File: src/design/wdfb_pkg.sv
package wdfb_pkg;

    localparam int ADDR_W     = 6;
    localparam int DATA_W     = 64;
    localparam int MAC_W      = 48;
    localparam int SEQ_W      = 12;
    localparam int HDR_BYTES  = 24;
    localparam int FCS_BYTES  = 4;

    localparam logic [7:0]  FRAME_CTRL_LO = 8'h08;
    localparam logic [7:0]  FRAME_CTRL_HI = 8'h00;
    localparam logic [15:0] DURATION      = 16'h0000;
    localparam logic [31:0] CRC_POLY      = 32'hEDB8_8320;
    localparam logic [31:0] CRC_INIT      = 32'hFFFF_FFFF;

    // register index = paddr[5:3]
    localparam logic [2:0] REG_DEST   = 3'd0;
    localparam logic [2:0] REG_SOURCE = 3'd1;
    localparam logic [2:0] REG_BSS    = 3'd2;
    localparam logic [2:0] REG_SEQ    = 3'd3;
    localparam logic [2:0] REG_FCS    = 3'd4;

    typedef struct packed {
        logic [7:0] payload_byte;
        logic       last_byte;
        logic       empty_frame;
    } in_item_t;

    typedef struct packed {
        logic [7:0] frame_byte;
        logic       frame_last;
        logic       oversize;
    } out_item_t;

    typedef enum logic [1:0] {
        PH_HDR,
        PH_PAY,
        PH_FCS
    } phase_t;

    // reflected CRC-32, one byte
    function automatic logic [31:0] crc_update(input logic [31:0] crc, input logic [7:0] b);
        logic [31:0] c;
        c = crc ^ {24'h0, b};
        for (int i = 0; i < 8; i++) begin
            c = c[0] ? ((c >> 1) ^ CRC_POLY) : (c >> 1);
        end
        return c;
    endfunction

endpackage

File: src/design/wlan_data_frame_builder_core.sv
// 802.11 data frame builder. Each s_ transfer carries one payload byte (or an
// empty-frame request); m_ transfers carry the built frame one byte at a time.
// The first input of a frame holds the input side while the 24-byte header
// goes out, then its payload byte follows; the last input adds the 4-byte FCS
// when append_fcs is set. A payload byte beyond MAX_PAYLOAD is dropped with
// no output. One byte sequencer feeds an output register; the next input is
// taken on the step that finishes the current one, or while a finished byte
// waits on m_ready once the sequencer holds no item.
// Registers (APB, 64-bit data, register i at byte 8*i): dest_address,
// source_address, bss_address, sequence_number, append_fcs (reset 1).
module wlan_data_frame_builder_core #(
    parameter int MAX_PAYLOAD = 1500
) (
    input  logic                         aclk,
    input  logic                         aresetn,

    input  logic                         psel,
    input  logic                         penable,
    input  logic                         pwrite,
    input  logic [wdfb_pkg::ADDR_W-1:0]  paddr,
    input  logic [wdfb_pkg::DATA_W-1:0]  pwdata,
    output logic [wdfb_pkg::DATA_W-1:0]  prdata,
    output logic                         pready,

    input  logic                         s_valid,
    output logic                         s_ready,
    input  wdfb_pkg::in_item_t           s_data,

    output logic                         m_valid,
    input  logic                         m_ready,
    output wdfb_pkg::out_item_t          m_data
);
    import wdfb_pkg::*;

    localparam int CNT_W = $clog2(MAX_PAYLOAD + 1);
    localparam logic [CNT_W-1:0] CNT_MAX = CNT_W'(MAX_PAYLOAD);
    localparam logic [4:0] HDR_END = 5'(HDR_BYTES - 1);
    localparam logic [4:0] FCS_END = 5'(FCS_BYTES - 1);

    // configuration
    logic [MAC_W-1:0] dest_reg, source_reg, bss_reg;
    logic [SEQ_W-1:0] seq_reg;
    logic             fcs_en_reg;
    logic             cfg_wr;
    logic [2:0]       cfg_idx;

    // sequencer and frame state
    in_item_t         item_reg;
    logic             item_valid_reg, item_valid_next;
    phase_t           phase_reg, phase_next;
    logic [4:0]       idx_reg, idx_next;
    logic             in_frame_reg, in_frame_next;
    logic [CNT_W-1:0] count_reg, count_next;
    logic [31:0]      crc_reg, crc_next;
    logic             ovf_reg, ovf_next;
    logic             m_valid_reg;
    out_item_t        m_data_reg;

    logic             step, load;
    logic             ending, room, take, drop;
    logic             emit, olast, done, crc_add, clear;
    logic [7:0]       obyte;
    logic [191:0]     hdr_vec;
    logic [31:0]      fcs_vec;

    assign pready  = 1'b1;
    assign cfg_idx = paddr[5:3];
    assign cfg_wr  = psel && penable && pwrite && pready;

    always_ff @(posedge aclk) begin
        if (!aresetn) begin
            dest_reg   <= '0;
            source_reg <= '0;
            bss_reg    <= '0;
            seq_reg    <= '0;
            fcs_en_reg <= 1'b1;
        end else if (cfg_wr) begin
            case (cfg_idx)
                REG_DEST:   dest_reg   <= pwdata[MAC_W-1:0];
                REG_SOURCE: source_reg <= pwdata[MAC_W-1:0];
                REG_BSS:    bss_reg    <= pwdata[MAC_W-1:0];
                REG_SEQ:    seq_reg    <= pwdata[SEQ_W-1:0];
                REG_FCS:    fcs_en_reg <= pwdata[0];
                default:    ;
            endcase
        end
    end

    always_comb begin
        case (cfg_idx)
            REG_DEST:   prdata = {{(DATA_W-MAC_W){1'b0}}, dest_reg};
            REG_SOURCE: prdata = {{(DATA_W-MAC_W){1'b0}}, source_reg};
            REG_BSS:    prdata = {{(DATA_W-MAC_W){1'b0}}, bss_reg};
            REG_SEQ:    prdata = {{(DATA_W-SEQ_W){1'b0}}, seq_reg};
            REG_FCS:    prdata = {{(DATA_W-1){1'b0}}, fcs_en_reg};
            default:    prdata = '0;
        endcase
    end

    // header as sent, first byte in the top bits
    assign hdr_vec = {FRAME_CTRL_LO, FRAME_CTRL_HI, DURATION[7:0], DURATION[15:8],
                      dest_reg, source_reg, bss_reg, seq_reg[3:0], 4'h0, seq_reg[11:4]};
    assign fcs_vec = ~crc_reg;

    assign step   = item_valid_reg && (!m_valid_reg || m_ready);
    assign ending = item_reg.last_byte || item_reg.empty_frame;
    assign room   = count_reg < CNT_MAX;
    assign take   = !item_reg.empty_frame && room;
    assign drop   = !item_reg.empty_frame && !room;

    assign s_ready = !item_valid_reg || (step && done);
    assign load    = s_valid && s_ready;

    // outputs of the sequencer for the current step
    always_comb begin
        emit    = 1'b0;
        olast   = 1'b0;
        done    = 1'b0;
        crc_add = 1'b0;
        clear   = 1'b0;
        obyte   = '0;
        case (phase_reg)
            PH_HDR: begin
                emit    = 1'b1;
                crc_add = 1'b1;
                obyte   = hdr_vec[8*(HDR_END - idx_reg) +: 8];
                if (idx_reg == HDR_END && item_reg.empty_frame && !fcs_en_reg) begin
                    olast = 1'b1;
                    done  = 1'b1;
                    clear = 1'b1;
                end
            end
            PH_PAY: begin
                if (take) begin
                    emit    = 1'b1;
                    crc_add = 1'b1;
                    obyte   = item_reg.payload_byte;
                    if (!ending) begin
                        done = 1'b1;
                    end else if (!fcs_en_reg) begin
                        olast = 1'b1;
                        done  = 1'b1;
                        clear = 1'b1;
                    end
                end else if (!ending) begin
                    done = 1'b1;
                end else if (!fcs_en_reg) begin
                    // frame ends with nothing else to carry the last mark
                    emit  = 1'b1;
                    olast = 1'b1;
                    done  = 1'b1;
                    clear = 1'b1;
                end
            end
            PH_FCS: begin
                emit  = 1'b1;
                obyte = fcs_vec[8*idx_reg[1:0] +: 8];
                if (idx_reg == FCS_END) begin
                    olast = 1'b1;
                    done  = 1'b1;
                    clear = 1'b1;
                end
            end
            default: ;
        endcase
    end

    always_comb begin
        in_frame_next = in_frame_reg;
        count_next    = count_reg;
        crc_next      = crc_reg;
        ovf_next      = ovf_reg;
        if (step) begin
            if (phase_reg == PH_HDR) in_frame_next = 1'b1;
            if (phase_reg == PH_PAY && take) count_next = count_reg + 1'b1;
            if (phase_reg == PH_PAY && drop) ovf_next = 1'b1;
            if (crc_add) crc_next = crc_update(crc_reg, obyte);
            if (clear) begin
                in_frame_next = 1'b0;
                count_next    = '0;
                crc_next      = CRC_INIT;
                ovf_next      = 1'b0;
            end
        end
    end

    // next phase, byte index and item valid
    always_comb begin
        phase_next      = phase_reg;
        idx_next        = idx_reg;
        item_valid_next = item_valid_reg;
        if (step && done) item_valid_next = 1'b0;
        if (load) begin
            item_valid_next = 1'b1;
            phase_next      = in_frame_next ? PH_PAY : PH_HDR;
            idx_next        = '0;
        end else if (step && !done) begin
            case (phase_reg)
                PH_HDR: begin
                    if (idx_reg == HDR_END) begin
                        phase_next = item_reg.empty_frame ? PH_FCS : PH_PAY;
                        idx_next   = '0;
                    end else begin
                        idx_next = idx_reg + 5'd1;
                    end
                end
                PH_PAY: begin
                    phase_next = PH_FCS;
                    idx_next   = '0;
                end
                PH_FCS:  idx_next = idx_reg + 5'd1;
                default: phase_next = PH_HDR;
            endcase
        end
    end

    always_ff @(posedge aclk) begin
        if (!aresetn) begin
            item_valid_reg <= 1'b0;
            phase_reg      <= PH_HDR;
            idx_reg        <= '0;
            in_frame_reg   <= 1'b0;
            count_reg      <= '0;
            crc_reg        <= CRC_INIT;
            ovf_reg        <= 1'b0;
            m_valid_reg    <= 1'b0;
        end else begin
            item_valid_reg <= item_valid_next;
            phase_reg      <= phase_next;
            idx_reg        <= idx_next;
            in_frame_reg   <= in_frame_next;
            count_reg      <= count_next;
            crc_reg        <= crc_next;
            ovf_reg        <= ovf_next;
            if (step && emit) begin
                m_valid_reg <= 1'b1;
            end else if (m_ready) begin
                m_valid_reg <= 1'b0;
            end
        end
    end

    always_ff @(posedge aclk) begin
        if (load) begin
            item_reg <= s_data;
        end
        if (step && emit) begin
            m_data_reg.frame_byte <= obyte;
            m_data_reg.frame_last <= olast;
            m_data_reg.oversize   <= ovf_reg || (phase_reg == PH_PAY && drop);
        end
    end

    assign m_valid = m_valid_reg;
    assign m_data  = m_data_reg;

endmodule

File: config.mk
export PLATFORM = sky130hd
export DESIGN_NAME = wlan_data_frame_builder_core
export DESIGN_NICKNAME = d
export VERILOG_FILES = /design/src/design/wdfb_pkg.sv /design/src/design/wlan_data_frame_builder_core.sv
export SDC_FILE = /design/constraint.sdc
export NUM_CORES = 1
export LEC_CHECK = 0
export BUFFER_PORTS_ARGS = -buffer_cell sky130_fd_sc_hd__buf_4
export CAP_MARGIN = 20
export CORE_MARGIN = 1.5
export CORE_UTILIZATION = 45
export CTS_BUF_LIST = sky130_fd_sc_hd__clkbuf_4 sky130_fd_sc_hd__clkbuf_8
export CTS_CLUSTER_SIZE = 28
export DETAILED_ROUTE_END_ITERATION = 10
export PLACE_DENSITY = 0.63
export SYNTH_ARGS = -nofsm -noshare
export SYNTH_HDL_FRONTEND = slang
export SYNTH_SLANG_ARGS = --single-unit
File: constraint.sdc
create_clock -name aclk -period 3.99 [get_ports aclk]
set_input_delay 0.5985 -clock aclk [delete_from_list [all_inputs] [get_ports aclk]]
set_output_delay 0.5985 -clock aclk [all_outputs]
set_load 0.05 [all_outputs]
Yosys cells after proc, flatten, opt, wreduce, memory -nomap -nowiden
Cells that the tools add are included.

storage, ports and cells
  flip-flop bits (word level) = 231
  bits of input ports = 87

operators by class
  $add $sub $neg = 3
  magnitude comparators = 1
  eq/ne operators = 10
  shifts and indexed selects = 2
  muxes and demuxes = 43
  bitwise operators = 11
  reduce and logical (&&, ||, !) cells = 44

operator list
  operator                 count
  $mux W32                 10
  $pmux W48 S5             1
  $shiftx A192 B33 Y8      1
  $not A13 Y14             8
  $not A32 Y32             1
  $shiftx A32 B6 Y8        1
  $xor A32 B8 Y32          1
  $pmux W8 S3              1
  $mux W11                 2
  $reduce_and A2 Y1        9
  $mux W1                  17
  $pmux W5 S3              1
  $logic_and A1 B1 Y1      13
  $reduce_bool A2 Y1       6
  $add A11 B1 Y11 const B  1
  $lt A11 B11 Y1 const B   1
  $mux W2                  4
  $mux W8                  1
  $eq A3 B2 Y1 const B     2
  $logic_not A1 Y1         6
  $pmux W1 S3              2
  $pmux W2 S3              1
  $sub A5 B5 Y6 const A    1
  $add A5 B1 Y5 const B    1
  17 further kinds         22

Longest topological paths before layout
  depth in word-level cells = 23
  depth in mapped cells = 15

Worst setup path before layout
Ideal clock, no wire load.

  kind = flip-flop to flip-flop
  from = register idx_reg[3]
  to = register crc_reg[20]
  library setup time = 0.117 ns
  data arrival time = 3.576 ns
  setup slack = 0.296 ns
  cell stages (with the launch flop) = 15
  cells stage by stage = dfxtp_1 clkbuf_1 inv_1 ha_1 clkbuf_1 nor4bb_1 clkbuf_1 a22oi_1 a221o_1 xor2_2 xor2_2 xor2_1 xnor3_1 xor2_1 o22a_1

on the way
  longest elaborated chain between the ends = 19
  elaborated cells on any way between the ends = 29
  those cells by class = 1 x add/sub; 2 x eq/ne; 1 x shift; 14 x mux; 7 x bitwise; 4 x reduce/logical

RTL lines
  element                   RTL line                             RTL
  start: declaration        wlan_data_frame_builder_core.sv:51   logic [4:0] idx_reg, idx_next;
  start signal: assignment  wlan_data_frame_builder_core.sv:230  idx_reg <= idx_next;
  $sub A5 B5 Y6             wlan_data_frame_builder_core.sv:126  obyte = hdr_vec[8*(HDR_END - idx_reg) +: 8];
  $shiftx A192 B33 Y8       wlan_data_frame_builder_core.sv:126
  $pmux W8 S3               wlan_data_frame_builder_core.sv:122  case (phase_reg)
  $xor A32 B8 Y32           wdfb_pkg.sv:44                       c = crc ^ {24'h0, b};
  $mux W32                  wdfb_pkg.sv:46                       c = c[0] ? ((c >> 1) ^ CRC_POLY) : (c >> 1);
  $not A13 Y14 (no line)    --
  $mux W32 (2 in a row)     wdfb_pkg.sv:46
  $not A13 Y14 (no line)    --
  $mux W32                  wdfb_pkg.sv:46
  $not A13 Y14 (no line)    --
  $mux W32 (2 in a row)     wdfb_pkg.sv:46
  $not A13 Y14 (no line)    --
  $mux W32                  wdfb_pkg.sv:46
  $not A13 Y14 (no line)    --
  $mux W32                  wdfb_pkg.sv:46
  $mux W32                  wlan_data_frame_builder_core.sv:177  if (crc_add) crc_next = crc_update(crc_reg, obyte);
  $mux W32                  wlan_data_frame_builder_core.sv:178  if (clear) begin
  end signal: assignment    wlan_data_frame_builder_core.sv:233  crc_reg <= crc_next;
  end: declaration          wlan_data_frame_builder_core.sv:54   logic [31:0] crc_reg, crc_next;

Several ways; a longest one is shown, not always the timed one. The select of a mux whose other input is x is not followed.
A chain may end at the register's enable or synchronous reset.

Final worst setup path
  from = register idx_reg[3]
  to = register crc_reg[20]

on the way
  elaborated cells on any way between the ends = 29
  those cells by class = 1 x add/sub; 2 x eq/ne; 1 x shift; 14 x mux; 7 x bitwise; 4 x reduce/logical

RTL lines
  element                  RTL line                             RTL
  $sub A5 B5 Y6 *          wlan_data_frame_builder_core.sv:126
  $shiftx A192 B33 Y8 *    wlan_data_frame_builder_core.sv:126
  $pmux W8 S3 *            wlan_data_frame_builder_core.sv:122
  net obyte[4]             wlan_data_frame_builder_core.sv:62   logic [7:0] obyte;
  $xor A32 B8 Y32 *        wdfb_pkg.sv:44
  $mux W32 * (6 in a row)  wdfb_pkg.sv:46
  $not A13 Y14 (no line)   --
  $mux W32 *               wdfb_pkg.sv:46
  $not A13 Y14 (no line)   --
  $mux W32 *               wdfb_pkg.sv:46
  $mux W32 *               wlan_data_frame_builder_core.sv:177
  $mux W32 *               wlan_data_frame_builder_core.sv:178

Mark *: on every way through the listed nets, which the timed path passes. The rest lies on a longest branch. The select of a mux whose other input is x is not followed.

==> impl_metrics.env <==
export IMPL_synth_top_area_share_pct=34.3
export IMPL_clk_insertion_delay_late_ns=0.55
export IMPL_timing_fmax_mhz=271
export IMPL_holdPathEnd="item_reg[4]"
export IMPL_synth_most_common_cell="nand2_1"
export IMPL_critical_path_endpoint_type="flop"
export IMPL_synth_compound_gate_area_share_pct=14.8
export IMPL_cts_path_max_buffers=3
export IMPL_groute_usage_overall_pct=28.0
export IMPL_cts_htree_levels=2
export IMPL_grt_pass1_wl_um=61100
export IMPL_nFillCells=2533
export IMPL_dp_hpwl_um=28100
export IMPL_synth_edff_count=20
export IMPL_postRouteAntennaNets=0
export IMPL_synth_top_area_cell="dfxtp_1"
export IMPL_ys_types=75
export IMPL_power_total_mw=6.81
export IMPL_vias_per_cell=5.72
export IMPL_synth_flop_cell="dfxtp_1"
export IMPL_seq_area_frac_synth_pct=39.2
export IMPL_dr_wl_met2_um=18500
export IMPL_core_area_sq_um=26900
export IMPL_synth_seq_cells=231
export IMPL_dieArea_sq_um=28300
export IMPL_nNetsFinal=1633
export IMPL_cp_required_ns=4.42
export IMPL_yosys_area_share_simple_pct=18.3
export IMPL_firstDrtPassIters=5
export IMPL_synth_xor_area_share_pct=7.09
export IMPL_path_class="reg2reg"
export IMPL_crit_arrival_ns=4.13
export IMPL_antenna_found_initial=1
export IMPL_r2r_slack_ns=0.29
export IMPL_highest_layer="met4"
export IMPL_pin_count=164
export IMPL_hold_class="in2reg"
export IMPL_timing_rr_start="idx_reg[3]"
export IMPL_path_clk_slew_ns=0.06
export IMPL_post_route_min_period_ns=3.70
export IMPL_crit_chain="inv_1 > ha_1 > nor4bb_1 > buf_4 > a22oi_1 > nand3_1 > o21a_1 > xnor2_1 > xnor3_1 > xor2_1 > xnor3_1 > xor2_1 > o22a_1"
export IMPL_r2r_end="crc_reg[20]"
export IMPL_drtIter0Drc=916
export IMPL_rr_worst_depth=13
export IMPL_synth_fa_ha_area_share_pct=0.916
export IMPL_p_per_area_nw_per_um2=470
export IMPL_drive_above_1_share_pct=21.1
export IMPL_grt_pass1_vias=10400
export IMPL_syn_area_sq_um=12300
export IMPL_tightest_slew_ns=1.06
export IMPL_grt_max_degree=78
export IMPL_wire_per_inst_um=20.9
export IMPL_period_share_pct=92.6
export IMPL_rsz0062_at_grt="false"
export IMPL_ys_warn_count=0
export IMPL_wl_met3_um=3190
export IMPL_area_growth_pct=17.9
export IMPL_cp_slowest_cell="ha_1"
export IMPL_synthArstFlopShare_pct=0
export IMPL_grt_remaining_overflow=0
export IMPL_synth_area_mux_share_pct=14.5
export IMPL_finalWirelength_um=40000
export IMPL_relSlewSlack_pct=29.1
export IMPL_max_cap_viol_count=0
export IMPL_row_count=60
export IMPL_finalHoldViolCount=0
export IMPL_post_synth_cell_area_avg_sq_um=8.65
export IMPL_worstHoldStart="s_data[4]"
export IMPL_die_w_um=168
export IMPL_numCtsBuffers=40
export IMPL_whs_path_depth=1
export IMPL_drc=0
export IMPL_whs_ns=0.229
export IMPL_setup_viol=0
export IMPL_synth_top_family_by_area="simple AND/OR/NAND/NOR gates"
export IMPL_startpoint_type="flop"
export IMPL_clkSinkCount=231
export IMPL_cts_root_buf="clkbuf_8"
export IMPL_total_leakage_power_nw=5.45
export IMPL_synth_commonest_cells="nand2_1 (344), dfxtp_1 (211), a21oi_1 (195), nor2_1 (119), clkbuf_1 (73)"
export IMPL_status="complete, no violations"
export IMPL_die_h_um=168
export IMPL_synth_area_top_cells="dfxtp_1 (34%), nand2_1 (10%), mux4_2 (8.6%)"
export IMPL_place_gp_congestion=0.922
export IMPL_cts_tree="done"
export IMPL_drv_slew=0
export IMPL_finClkSkew_ns=0.0366
export IMPL_start_util_pct=45.8
export IMPL_drt_met1_wl_um=16600
export IMPL_fin_setup_tns_ns=0
export IMPL_peakVddDrop_v=0.000225
export IMPL_route_vias_total=10900
export IMPL_crit_fanout=11
export IMPL_port_buffers=127
export IMPL_synthCells=1422
export IMPL_slowest_delay_ns=0.54
==> metrics by stage <==
step / worst slack, ns / area, sq um / utilization [%] / cells
2_1_floorplan: 0.296 / 12400 / - / 1437
3_3_place_gp: 0.221 / 13700 / 50.8 / 1836
3_5_place_dp: 0.181 / 13700 / 50.8 / 1836
4_1_cts: 0.185 / 14500 / 53.9 / 1907
5_1_grt: 0.0688 / 14500 / 53.9 / 1907
6_report: 0.294 / 14500 / 54.0 / 1908
==> worst max-delay path by stage <==
stage | from | endpoint | slack [ns] | cells after the start
after floorplan | idx_reg[3] | crc_reg[20] | 0.30 | 14
after global placement | idx_reg[0] | crc_reg[20] | 0.22 | 12
after detailed placement | idx_reg[0] | crc_reg[20] | 0.18 | 12
after CTS | idx_reg[0] | crc_reg[20] | 0.19 | 12
after global routing | idx_reg[3] | crc_reg[26] | 0.07 | 13
final | idx_reg[3] | crc_reg[20] | 0.29 | 13
==> critical path: cells and delay by family (launching register included) <==
kind | cells | cell delay [ns]
DFF | 1 | 0.33
xor gates and xnor gates | 5 | 1.28
and+or+nand+nor | 2 | 0.62
AOI/OAI and AO/OA | 3 | 0.47
adders and majority gates | 1 | 0.54
buffers and inverters | 2 | 0.34
==> cells in the final DEF, fill, tap and decap left out, types with 12 or more instances in the layout <==
master / n
a21oi_1: 195
nor2b_1: 20
xnor2_1: 40
o22ai_1: 25
dfxtp_1: 209
nand2_1: 344
xor2_1: 20
clkbuf_8: 51
edfxtp_1: 20
mux4_2: 47
clkbuf_4: 15
mux2i_1: 59
o21ai_0: 14
inv_1: 17
nor2_1: 118
conb_1: 17
buf_4: 171
nand3_1: 12
==> what timing repair did <==
item                       in CTS  in global routing
setup endpoints to repair       0                  1
resized for setup               0                  1
setup buffers                   0                  0
hold buffers                    0                  0
==> layer usage <==
| metal | track usage, % | vias to the layer above |
|---|---|---|
| met4 | 11.5 | 0 |
| li1 | - | 5125 |
| met3 | 4.54 | 95 |
| met5 | 0 | - |
| met2 | 45.5 | 496 |
| met1 | 37.3 | 5192 |
==> kinds of logic (layout without fill, tap and decap cells) <==
logic type | count (synthesis) | in the layout
AND/OR/NAND/NOR | 544 | 544
AO/OA/AOI/OAI | 305 | 305
flip-flops | 231 | 231
buffers and inverters | 139 | 268
multiplexers | 115 | 115
XOR/XNOR | 77 | 77
adder cells (fa/ha/maj) | 9 | 9
other | 2 | 18
==> final cells by class <==
class | instances | area (sq um) | area share [%]
clock inverters | 5 | 31.3 | 0.216
repair buffers | 177 | 1400 | 9.68
clock buffers | 66 | 815 | 5.62
well taps | 341 | 427 | 2.94
flip-flops and latches | 231 | 4830 | 33.3
inverters | 20 | 77.6 | 0.535
multi-input cells | 1067 | 6920 | 47.7
diodes | 1 | 2.50 | 0.0173
==> power by group <==
group,internal [mW],leakage [nW],switching [mW]
registers,2.48,1.90,0.139
logic,0.987,3.10,0.916
clock network,1.29,0.452,1.00
total,4.76,5.45,2.05
No activity file was read; power rests on OpenSTA's default activity.
